`config.mk`:
```
export PLATFORM = sky130hd
export DESIGN_NAME = vane_burst_level_clusterer_core
export DESIGN_NICKNAME = d
export VERILOG_FILES = /design/src/vblc_pkg.sv /design/src/vblc_ctrl.sv /design/src/vblc_dp.sv /design/src/vane_burst_level_clusterer_core.sv
export SDC_FILE = /design/constraint.sdc
export NUM_CORES = 2
export LEC_CHECK = 0
export BUFFER_PORTS_ARGS = -buffer_cell sky130_fd_sc_hd__buf_4
export CORE_UTILIZATION = 55
export DETAILED_ROUTE_END_ITERATION = 8
export GPL_ROUTABILITY_DRIVEN = 0
export PLACE_DENSITY = 0.77
export SETUP_SLACK_MARGIN = 0.5
export SYNTH_ARGS = -nofsm -noshare
export SYNTH_HDL_FRONTEND = slang
export SYNTH_SLANG_ARGS = --single-unit
```
`constraint.sdc`:
```
create_clock -name aclk -period 21.2 [get_ports aclk]
set_input_delay 4.24 -clock aclk [delete_from_list [all_inputs] [get_ports aclk]]
set_output_delay 4.24 -clock aclk [all_outputs]
set_load 0.02 [all_outputs]
```
`src/vblc_pkg.sv`:
```
// ----------------------------------------------------------------------------
// vblc_pkg
// Shared types, constants and the reference level table of the clusterer.
// ----------------------------------------------------------------------------
package vblc_pkg;

    localparam int SAMPLES_PER_BURST = 16;
    localparam int MAX_LEVELS        = 24;
    localparam int REFERENCE_COUNT   = 16;

    localparam int FILL_W   = $clog2(SAMPLES_PER_BURST + 1);
    localparam int SIDX_W   = $clog2(SAMPLES_PER_BURST);
    localparam int SLOT_W   = 5;
    localparam int REF_W    = 4;
    localparam logic [19:0] MEMBERS_MAX = 20'hFFFFF;

    localparam logic [2:0] ST_TURNING  = 3'd0;
    localparam logic [2:0] ST_SETTLING = 3'd1;
    localparam logic [2:0] ST_SETTLED  = 3'd2;
    localparam logic [2:0] ST_OPEN     = 3'd3;
    localparam logic [2:0] ST_GROUND   = 3'd4;
    localparam logic [2:0] ST_CLEARED  = 3'd5;

    localparam logic [2:0] CFG_SPREAD  = 3'd0;
    localparam logic [2:0] CFG_RUN     = 3'd1;
    localparam logic [2:0] CFG_TOL     = 3'd2;
    localparam logic [2:0] CFG_CEIL    = 3'd3;
    localparam logic [2:0] CFG_GROUND  = 3'd4;

    typedef enum logic [2:0] {
        S_IDLE,
        S_INSERT,
        S_EVAL,
        S_SCAN,
        S_MATCH,
        S_OUT
    } state_t;

    typedef struct packed {
        logic clear;
        logic load;
        logic insert;
        logic eval;
        logic scan_step;
        logic match_step;
        logic emit;
    } cmd_t;

    typedef struct packed {
        logic insert_done;
        logic burst_done;
        logic fault;
        logic need_scan;
        logic scan_done;
        logic match_done;
    } sts_t;

    function automatic logic [11:0] ref_level(input logic [REF_W-1:0] idx);
        logic [11:0] v;
        unique case (idx)
            4'd0:  v = 12'd2533;
            4'd1:  v = 12'd1308;
            4'd2:  v = 12'd1487;
            4'd3:  v = 12'd270;
            4'd4:  v = 12'd300;
            4'd5:  v = 12'd212;
            4'd6:  v = 12'd595;
            4'd7:  v = 12'd408;
            4'd8:  v = 12'd926;
            4'd9:  v = 12'd789;
            4'd10: v = 12'd2031;
            4'd11: v = 12'd1932;
            4'd12: v = 12'd3046;
            4'd13: v = 12'd2667;
            4'd14: v = 12'd2859;
            default: v = 12'd2265;
        endcase
        return v;
    endfunction

endpackage

```
`src/vblc_ctrl.sv`:
```
// ----------------------------------------------------------------------------
// vblc_ctrl
// Sequencer that steps the datapath through insertion, evaluation,
// cluster scan, reference match and result hand-off.
// ----------------------------------------------------------------------------
module vblc_ctrl
    import vblc_pkg::*;
(
    input  logic aclk,
    input  logic aresetn,
    input  logic s_valid,
    input  logic s_mode,
    output logic s_ready,
    input  logic out_busy,
    input  sts_t sts,
    output cmd_t cmd
);

    state_t state_reg, state_next;

    always_ff @(posedge aclk) begin
        if (!aresetn) begin
            state_reg <= S_IDLE;
        end else begin
            state_reg <= state_next;
        end
    end

    always_comb begin
        state_next = state_reg;
        cmd = '0;
        s_ready = 1'b0;
        unique case (state_reg)
            S_IDLE: begin
                s_ready = !out_busy;
                if (s_valid && !out_busy) begin
                    if (s_mode) begin
                        cmd.clear = 1'b1;
                    end else begin
                        cmd.load = 1'b1;
                        state_next = S_INSERT;
                    end
                end
            end
            S_INSERT: begin
                cmd.insert = 1'b1;
                if (sts.insert_done) begin
                    state_next = sts.burst_done ? S_EVAL : S_IDLE;
                end
            end
            S_EVAL: begin
                cmd.eval = 1'b1;
                if (sts.fault) begin
                    state_next = S_OUT;
                end else begin
                    state_next = sts.need_scan ? S_SCAN : S_MATCH;
                end
            end
            S_SCAN: begin
                cmd.scan_step = 1'b1;
                if (sts.scan_done) begin
                    state_next = S_MATCH;
                end
            end
            S_MATCH: begin
                cmd.match_step = 1'b1;
                if (sts.match_done) begin
                    state_next = S_OUT;
                end
            end
            S_OUT: begin
                if (!out_busy) begin
                    cmd.emit = 1'b1;
                    state_next = S_IDLE;
                end
            end
            default: state_next = S_IDLE;
        endcase
    end

endmodule

```
`src/vblc_dp.sv`:
```
// ----------------------------------------------------------------------------
// vblc_dp
// Datapath: sorted burst buffers, run tracker, cluster store with serial
// scan, reference matcher and the output register.
// ----------------------------------------------------------------------------
module vblc_dp
    import vblc_pkg::*;
(
    input  logic        aclk,
    input  logic        aresetn,
    input  logic        cfg_we,
    input  logic [2:0]  cfg_index,
    input  logic [11:0] cfg_data,
    input  logic [11:0] s_sample_mv,
    input  logic [11:0] s_sample_adc,
    input  cmd_t        cmd,
    output sts_t        sts,
    output logic        out_busy,
    output logic        m_valid,
    input  logic        m_ready,
    output logic [2:0]  m_status,
    output logic [11:0] m_median_mv,
    output logic [11:0] m_median_adc,
    output logic [11:0] m_spread_mv,
    output logic [7:0]  m_run_length,
    output logic [3:0]  m_direction_index,
    output logic signed [12:0] m_match_error_mv,
    output logic [11:0] m_match_margin_mv,
    output logic        m_level_recorded,
    output logic [4:0]  m_level_slot,
    output logic [4:0]  m_levels_held
);

    logic [11:0] spread_cfg_reg, tol_cfg_reg, ceil_cfg_reg, gnd_cfg_reg;
    logic [7:0]  run_cfg_reg;

    always_ff @(posedge aclk) begin
        if (!aresetn) begin
            spread_cfg_reg <= 12'd40;
            run_cfg_reg    <= 8'd4;
            tol_cfg_reg    <= 12'd60;
            ceil_cfg_reg   <= 12'd4090;
            gnd_cfg_reg    <= 12'd5;
        end else if (cfg_we) begin
            priority case (cfg_index)
                CFG_SPREAD: spread_cfg_reg <= cfg_data;
                CFG_RUN:    run_cfg_reg    <= cfg_data[7:0];
                CFG_TOL:    tol_cfg_reg    <= cfg_data;
                CFG_CEIL:   ceil_cfg_reg   <= cfg_data;
                CFG_GROUND: gnd_cfg_reg    <= cfg_data;
                default: ;
            endcase
        end
    end

    // Insertion sort, one shift step per cycle from the top of the filled part.
    logic [11:0] mv_buf_reg  [SAMPLES_PER_BURST];
    logic [11:0] adc_buf_reg [SAMPLES_PER_BURST];
    logic [FILL_W-1:0] fill_reg;
    logic [FILL_W-1:0] mv_pos_reg, adc_pos_reg;
    logic        mv_done_reg, adc_done_reg;
    logic [11:0] new_mv_reg, new_adc_reg;

    logic [11:0] mv_left, adc_left;
    assign mv_left  = mv_buf_reg[SIDX_W'(mv_pos_reg - 1'b1)];
    assign adc_left = adc_buf_reg[SIDX_W'(adc_pos_reg - 1'b1)];

    logic mv_step_done, adc_step_done;
    assign mv_step_done  = mv_done_reg  || mv_pos_reg == '0  || mv_left <= new_mv_reg;
    assign adc_step_done = adc_done_reg || adc_pos_reg == '0 || adc_left <= new_adc_reg;

    assign sts.insert_done = mv_step_done && adc_step_done;
    assign sts.burst_done  = fill_reg == FILL_W'(SAMPLES_PER_BURST - 1);

    always_ff @(posedge aclk) begin
        if (cmd.load) begin
            new_mv_reg  <= s_sample_mv;
            new_adc_reg <= s_sample_adc;
            mv_pos_reg  <= fill_reg;
            adc_pos_reg <= fill_reg;
        end else if (cmd.insert) begin
            if (!mv_done_reg) begin
                if (mv_step_done) begin
                    mv_buf_reg[SIDX_W'(mv_pos_reg)] <= new_mv_reg;
                end else begin
                    mv_buf_reg[SIDX_W'(mv_pos_reg)] <= mv_left;
                    mv_pos_reg <= mv_pos_reg - 1'b1;
                end
            end
            if (!adc_done_reg) begin
                if (adc_step_done) begin
                    adc_buf_reg[SIDX_W'(adc_pos_reg)] <= new_adc_reg;
                end else begin
                    adc_buf_reg[SIDX_W'(adc_pos_reg)] <= adc_left;
                    adc_pos_reg <= adc_pos_reg - 1'b1;
                end
            end
        end
    end

    always_ff @(posedge aclk) begin
        if (!aresetn) begin
            fill_reg     <= '0;
            mv_done_reg  <= 1'b0;
            adc_done_reg <= 1'b0;
        end else if (cmd.load) begin
            mv_done_reg  <= 1'b0;
            adc_done_reg <= 1'b0;
        end else if (cmd.insert) begin
            if (mv_step_done) begin
                mv_done_reg <= 1'b1;
            end
            if (adc_step_done) begin
                adc_done_reg <= 1'b1;
            end
            if (sts.insert_done) begin
                fill_reg <= sts.burst_done ? '0 : fill_reg + 1'b1;
            end
        end
    end

    // Burst evaluation.
    logic [11:0] med_mv, med_adc, spread;
    assign med_mv  = mv_buf_reg[SAMPLES_PER_BURST / 2];
    assign med_adc = adc_buf_reg[SAMPLES_PER_BURST / 2];
    assign spread  = mv_buf_reg[SAMPLES_PER_BURST - 1] - mv_buf_reg[0];

    logic [11:0] prev_mv_reg;
    logic        prev_valid_reg;
    logic [7:0]  run_reg;

    logic is_open, is_gnd, stable, agree;
    logic [11:0] prev_dist;
    assign is_open   = med_adc >= ceil_cfg_reg;
    assign is_gnd    = med_adc <= gnd_cfg_reg;
    assign stable    = spread <= spread_cfg_reg;
    assign prev_dist = (med_mv > prev_mv_reg) ? med_mv - prev_mv_reg : prev_mv_reg - med_mv;
    assign agree = prev_valid_reg && prev_dist <= tol_cfg_reg;

    logic [7:0] run_new;
    always_comb begin
        if (stable && agree) begin
            run_new = (run_reg == 8'd255) ? run_reg : run_reg + 1'b1;
        end else begin
            run_new = {7'd0, stable};
        end
    end
    logic settled;
    assign settled = stable && run_new >= run_cfg_reg;

    assign sts.fault     = is_open || is_gnd;
    assign sts.need_scan = settled;

    always_ff @(posedge aclk) begin
        if (!aresetn || cmd.clear) begin
            prev_mv_reg    <= '0;
            prev_valid_reg <= 1'b0;
            run_reg        <= '0;
        end else if (cmd.eval && !sts.fault) begin
            run_reg <= run_new;
            if (stable) begin
                prev_mv_reg    <= med_mv;
                prev_valid_reg <= 1'b1;
            end
        end
    end

    // Cluster store, scanned one slot per cycle.
    logic [31:0] sum_mv_mem  [MAX_LEVELS];
    logic [31:0] sum_adc_mem [MAX_LEVELS];
    logic [19:0] members_mem [MAX_LEVELS];
    logic [SLOT_W-1:0] total_reg, scan_reg;
    logic [11:0] cur_mv_reg, cur_adc_reg, cur_spread_reg;
    logic [2:0]  cur_status_reg;
    logic        rec_reg;
    logic [SLOT_W-1:0] slot_reg;

    logic [31:0] rd_sum_mv, rd_sum_adc;
    logic [19:0] rd_members;
    logic [31:0] scaled, tol_scaled, cdist;
    logic        hit, at_end;
    assign rd_sum_mv  = sum_mv_mem[scan_reg];
    assign rd_sum_adc = sum_adc_mem[scan_reg];
    assign rd_members = members_mem[scan_reg];
    assign scaled     = 32'(cur_mv_reg * rd_members);
    assign tol_scaled = 32'(tol_cfg_reg * rd_members);
    assign cdist      = (scaled > rd_sum_mv) ? scaled - rd_sum_mv : rd_sum_mv - scaled;
    assign at_end     = scan_reg >= total_reg;
    assign hit        = !at_end && cdist <= tol_scaled;
    assign sts.scan_done = at_end || hit;

    always_ff @(posedge aclk) begin
        if (cmd.scan_step) begin
            if (hit) begin
                if (rd_members < MEMBERS_MAX) begin
                    sum_mv_mem[scan_reg]  <= rd_sum_mv + 32'(cur_mv_reg);
                    sum_adc_mem[scan_reg] <= rd_sum_adc + 32'(cur_adc_reg);
                    members_mem[scan_reg] <= rd_members + 1'b1;
                end
            end else if (at_end && total_reg < SLOT_W'(MAX_LEVELS)) begin
                sum_mv_mem[scan_reg]  <= 32'(cur_mv_reg);
                sum_adc_mem[scan_reg] <= 32'(cur_adc_reg);
                members_mem[scan_reg] <= 20'd1;
            end
        end
    end

    always_ff @(posedge aclk) begin
        if (!aresetn || cmd.clear) begin
            total_reg <= '0;
        end else if (cmd.scan_step && at_end && !hit && total_reg < SLOT_W'(MAX_LEVELS)) begin
            total_reg <= total_reg + 1'b1;
        end
    end

    always_ff @(posedge aclk) begin
        if (cmd.eval) begin
            cur_mv_reg     <= med_mv;
            cur_adc_reg    <= med_adc;
            cur_spread_reg <= spread;
            scan_reg       <= '0;
            rec_reg        <= 1'b0;
            slot_reg       <= '0;
            if (is_open) begin
                cur_status_reg <= ST_OPEN;
            end else if (is_gnd) begin
                cur_status_reg <= ST_GROUND;
            end else if (settled) begin
                cur_status_reg <= ST_SETTLED;
            end else begin
                cur_status_reg <= stable ? ST_SETTLING : ST_TURNING;
            end
        end else if (cmd.scan_step) begin
            if (hit) begin
                rec_reg  <= 1'b1;
                slot_reg <= scan_reg;
            end else if (at_end) begin
                if (total_reg < SLOT_W'(MAX_LEVELS)) begin
                    rec_reg  <= 1'b1;
                    slot_reg <= total_reg;
                end
            end else begin
                scan_reg <= scan_reg + 1'b1;
            end
        end
    end

    // Reference match, one table entry per cycle.
    logic [REF_W:0]  ref_reg;
    logic [12:0] best_reg, second_reg;
    logic [REF_W-1:0] best_idx_reg;
    logic [11:0] ref_d;
    logic [11:0] ref_v;
    assign ref_v = ref_level(ref_reg[REF_W-1:0]);
    assign ref_d = (cur_mv_reg > ref_v) ? cur_mv_reg - ref_v : ref_v - cur_mv_reg;
    assign sts.match_done = ref_reg == (REF_W+1)'(REFERENCE_COUNT - 1);

    always_ff @(posedge aclk) begin
        if (cmd.eval) begin
            ref_reg      <= '0;
            best_reg     <= 13'h1FFF;
            second_reg   <= 13'h1FFF;
            best_idx_reg <= '0;
        end else if (cmd.match_step) begin
            ref_reg <= ref_reg + 1'b1;
            if ({1'b0, ref_d} < best_reg) begin
                second_reg   <= best_reg;
                best_reg     <= {1'b0, ref_d};
                best_idx_reg <= ref_reg[REF_W-1:0];
            end else if ({1'b0, ref_d} < second_reg) begin
                second_reg <= {1'b0, ref_d};
            end
        end
    end

    logic [12:0] margin_w;
    logic [11:0] margin;
    assign margin_w = second_reg - best_reg;
    assign margin   = margin_w[12] ? 12'hFFF : margin_w[11:0];

    // Output register.
    logic m_valid_reg;
    assign m_valid  = m_valid_reg;
    assign out_busy = m_valid_reg && !m_ready;

    always_ff @(posedge aclk) begin
        if (!aresetn) begin
            m_valid_reg <= 1'b0;
        end else if (cmd.emit || cmd.clear) begin
            m_valid_reg <= 1'b1;
        end else if (m_ready) begin
            m_valid_reg <= 1'b0;
        end
    end

    logic fault_out;
    assign fault_out = cur_status_reg == ST_OPEN || cur_status_reg == ST_GROUND;

    always_ff @(posedge aclk) begin
        if (cmd.clear) begin
            m_status          <= ST_CLEARED;
            m_median_mv       <= '0;
            m_median_adc      <= '0;
            m_spread_mv       <= '0;
            m_run_length      <= '0;
            m_direction_index <= '0;
            m_match_error_mv  <= '0;
            m_match_margin_mv <= '0;
            m_level_recorded  <= 1'b0;
            m_level_slot      <= '0;
            m_levels_held     <= '0;
        end else if (cmd.emit) begin
            m_status          <= cur_status_reg;
            m_median_mv       <= cur_mv_reg;
            m_median_adc      <= cur_adc_reg;
            m_spread_mv       <= cur_spread_reg;
            m_run_length      <= run_reg;
            m_levels_held     <= total_reg;
            m_direction_index <= fault_out ? '0 : best_idx_reg;
            m_match_error_mv  <= fault_out ? '0 :
                $signed({1'b0, cur_mv_reg}) - $signed({1'b0, ref_level(best_idx_reg)});
            m_match_margin_mv <= fault_out ? '0 : margin;
            m_level_recorded  <= fault_out ? 1'b0 : rec_reg;
            m_level_slot      <= fault_out ? '0 : slot_reg;
        end
    end

    assert property (@(posedge aclk) disable iff (!aresetn)
        total_reg <= SLOT_W'(MAX_LEVELS))
        else $error("cluster count beyond capacity");
    assert property (@(posedge aclk) disable iff (!aresetn)
        fill_reg < FILL_W'(SAMPLES_PER_BURST))
        else $error("burst fill out of range");
    assert property (@(posedge aclk) disable iff (!aresetn)
        cmd.scan_step && hit |=> rec_reg)
        else $error("cluster hit not recorded");
    assert property (@(posedge aclk) disable iff (!aresetn)
        out_busy |=> m_valid_reg)
        else $error("result dropped while stalled");

endmodule

```
`src/vane_burst_level_clusterer_core.sv`:
```
// ----------------------------------------------------------------------------
// vane_burst_level_clusterer_core
// Wind-vane burst median, stability run, level clustering and direction match.
// ----------------------------------------------------------------------------
// Input transfers on s_valid/s_ready carry one sample (s_mode low) or a clear
// request (s_mode high). Every sixteenth sample closes a burst and yields one
// result transfer on m_valid/m_ready; a clear yields one result at once.
// Each sample goes through the insertion sort that shifts one buffer entry
// per cycle. A closing sample then passes evaluation, a cluster scan when
// settled (one slot per cycle through the multiplier compare), the reference
// match and the output step; an open or ground fault skips scan and match.
// Configuration writes use cfg_we, cfg_index and cfg_data with no wait.
// Reset returns registers to defaults and clears burst fill, run state and
// the cluster count. Results sit in an output register; while the receiver
// stalls with one result pending, s_ready stays low once the block is idle.
// ----------------------------------------------------------------------------
module vane_burst_level_clusterer_core
    import vblc_pkg::*;
(
    input  logic        aclk,
    input  logic        aresetn,
    input  logic        cfg_we,
    input  logic [2:0]  cfg_index,
    input  logic [11:0] cfg_data,
    input  logic        s_valid,
    output logic        s_ready,
    input  logic        s_mode,
    input  logic [11:0] s_sample_mv,
    input  logic [11:0] s_sample_adc,
    output logic        m_valid,
    input  logic        m_ready,
    output logic [2:0]  m_status,
    output logic [11:0] m_median_mv,
    output logic [11:0] m_median_adc,
    output logic [11:0] m_spread_mv,
    output logic [7:0]  m_run_length,
    output logic [3:0]  m_direction_index,
    output logic signed [12:0] m_match_error_mv,
    output logic [11:0] m_match_margin_mv,
    output logic        m_level_recorded,
    output logic [4:0]  m_level_slot,
    output logic [4:0]  m_levels_held
);

    cmd_t cmd;
    sts_t sts;
    logic out_busy;

    vblc_ctrl u_ctrl (
        .aclk     (aclk),
        .aresetn  (aresetn),
        .s_valid  (s_valid),
        .s_mode   (s_mode),
        .s_ready  (s_ready),
        .out_busy (out_busy),
        .sts      (sts),
        .cmd      (cmd)
    );

    vblc_dp u_dp (
        .aclk              (aclk),
        .aresetn           (aresetn),
        .cfg_we            (cfg_we),
        .cfg_index         (cfg_index),
        .cfg_data          (cfg_data),
        .s_sample_mv       (s_sample_mv),
        .s_sample_adc      (s_sample_adc),
        .cmd               (cmd),
        .sts               (sts),
        .out_busy          (out_busy),
        .m_valid           (m_valid),
        .m_ready           (m_ready),
        .m_status          (m_status),
        .m_median_mv       (m_median_mv),
        .m_median_adc      (m_median_adc),
        .m_spread_mv       (m_spread_mv),
        .m_run_length      (m_run_length),
        .m_direction_index (m_direction_index),
        .m_match_error_mv  (m_match_error_mv),
        .m_match_margin_mv (m_match_margin_mv),
        .m_level_recorded  (m_level_recorded),
        .m_level_slot      (m_level_slot),
        .m_levels_held     (m_levels_held)
    );

endmodule

```
==> run metrics <==
status=finished clean; Compound-Gate Fraction of Synth Area=7.12%; P_leak=41.7 nW; Top reg by flops=u_dp.sum_mv_mem; vias in the first global route=64400; #FFs+latches synth=1960; Chip Width=433 microns; die area=187000 sq um; Ports=134; Resized cells post-CTS=0; Crit Path Max Fanout=55; Synth Warn #=0; Max stage delay on crit path=1.02 ns; DR vias=63800; crit path max-delay cell type=dfxtp_4; dpl hpwl=166 mm; RSZ-0062 raised after global routing=no; Layout fillers=13300; top-area cell type share of the netlist area=50.2%; pwr/cell area=91.0 nW/um^2; asr flop ratio synth=0%; CTS tree=done; root buf cell=clkbuf_16; maxcap violations=0; Sink Count=1960; Synth Instances=7438; Pre-antenna DRT Iters=8; Rows=157; All-Layer GR Usage=28.2%; Core ar.=184000 sq um; Synth area leaders=edfxtp_1, mux4_2, fa_1, ha_1, dfxtp_1; initial antenna violation count=17; largest net degree at the start of global routing=117; Critical Path Sink Type=register; Clock Tree Buf Depth=3; DR WL/cell=25.7 microns; cts hold-fix bufs=0; CP Class=register to register; Worst-Margin Slew=1.37 ns; Max VDD drop=0.000113 V; Final period util=77.4%; Synth Area in Adders=13.0%; CTS clk-pin slew, worst paths=0.06 ns; worst rel slew slack=8.41%; CTS buffer count=188; global-route wire length before repair=393 mm; Synth cell types=101; WL final=263 mm; Syn Std Cell Area=102000 sq um; Largest register FFs=768; Hold Vio Cnt, Final=0; Die H=433 microns; most common cell after layout, fill and taps aside=edfxtp_1; Pins Over Slew Limit=0; Design Power=10.2 mW; Setup crit start kind=register; Final min period=16.40 ns; class of the worst hold path=register to register; nets=8477; multiplexer share of the synthesized area=11.5%; Worst EP arrival=16.88 ns; largest family of logic cells by synthesized area=adder cells; CTS HTree Levels=4; Port Buf Inserts=133; vias per inst=6.24; Top FF cell, synth=edfxtp_1; Synth Area in Simple Gates=7.12%; Clock Latency Late Sink=0.87 ns; Post-synth EDFFs=1705; Regs by FF count=u_dp.sum_mv_mem: 768 flops, u_dp.members_mem: 480 flops; sequential area share after synthesis=55.2%; layout cells sized above 1=15.5%; Mean Syn Cell Area=13.7 sq um; Initial Util=55.5%; final setup fails=0; WP data required=21.68 ns; clk_skew=0.0758 ns; Layout area overhead=10.2%; post-synthesis xor/xnor area fraction=1.56%; Remaining DRCs=0; Post-CTS Setup Bufs=0; fmax=61.0 MHz; Detail Route Antenna Nets=0; setup TNS=0 ns; most frequent cells in the layout=edfxtp_1, nand2_1, inv_1, ha_1, mux4_2; Syn Nets=8321; initial DRC count=7294; largest area contributor in the netlist=edfxtp_1; gr ovfl total=0
## layer usage
layer / global-route usage [%] / wire length, microns / vias to the layer above
met4: 14.2 / 14100 / 20
li1: - / - / 27300
met1: 36.6 / 98200 / 32300
met5: 0 / 122 / -
met3: 5.34 / 25100 / 735
met2: 45.5 / 125000 / 3445
## layout make-up
type | count | area, sq um | area share [%]
multi-input cells | 4391 | 41400 | 36.9
well taps | 2464 | 3080 | 2.74
diodes | 7 | 17.5 | 0.0156
repair buffers | 336 | 2530 | 2.26
flip-flops and latches | 1960 | 56300 | 50.1
clock inverters | 114 | 1260 | 1.12
clock buffers | 233 | 5040 | 4.48
inverters | 717 | 2700 | 2.40
## critical path: cells and delay by family (launching register included)
kind / cells / cell delay (ns)
xor gates and xnor gates: 2 / 0.30
adders and majority gates: 8 / 3.44
muxes: 3 / 1.40
DFF: 1 / 1.02
buffers and inverters: 8 / 2.65
AOI/OAI and AO/OA: 17 / 4.06
and+or+nand+nor: 9 / 2.97
## logic make-up (layout without fill, tap and decap cells)
logic type / after synthesis / count (layout)
other cells: 0 / 7
xor+xnor: 182 / 182
flops: 1960 / 1960
buf+inv: 1087 / 1400
mux: 636 / 636
simple gates: 1612 / 1612
fa+ha+maj: 838 / 838
compound gates: 1123 / 1123
## metrics by stage
| stage | area [sq um] | setup slack (ns) | hold slack, ns | std cells | utilization, % |
|---|---|---|---|---|---|
| finish | 112000 | 4.80 | 0.456 | 10200 | 61.2 |
| global route | 112000 | 4.16 | 0.466 | 10200 | 61.2 |
| CTS | 112000 | 5.11 | 0.456 | 10200 | 61.2 |
| detailed placement | 106000 | 5.18 | 0.447 | 9867 | 57.7 |
| global placement | 106000 | 5.38 | 0.442 | 9867 | 57.7 |
| floorplan | 102000 | 7.48 | 0.425 | 7438 | - |
## synthesized netlist by cell type (23+ instances only)
cell / number
edfxtp_1: 1705
nand2_1: 785
inv_1: 713
ha_1: 468
mux4_2: 397
a21oi_1: 370
fa_1: 370
nor2_1: 333
clkbuf_1: 257
dfxtp_1: 255
o21ai_0: 221
mux2i_1: 171
and2_1: 128
a21o_1: 126
xnor2_1: 119
xor2_1: 63
o211ai_1: 62
nor2b_1: 56
nor3_1: 55
buf_2: 51
nand3_1: 51
mux2_2: 50
nand4_1: 45
o21a_1: 38
a31oi_1: 37
nand2b_1: 31
a211oi_1: 30
o21bai_1: 28
and3_1: 26
or2_2: 23
## report_power, final
group	leakage [nW]	total (mW)	switching, mW	internal (mW)
clock network	3.06	3.42	1.48	1.94
registers	17.4	4.48	0.0646	4.42
logic	21.2	2.32	1.36	0.960
## worst paths after layout
path	from	to	slack, ns	cells past startpoint
hold reg to reg	u_dp.m_median_mv[5]	u_dp.m_median_mv[5]	0.46	2
hold / removal	u_dp.m_median_mv[5]	u_dp.m_median_mv[5]	0.46	2
setup reg to reg	register	u_dp.members_mem[6][2]	4.80	47
setup / recovery	register	u_dp.members_mem[6][2]	4.80	47
Note: power is estimated with default switching activity, not from simulation.
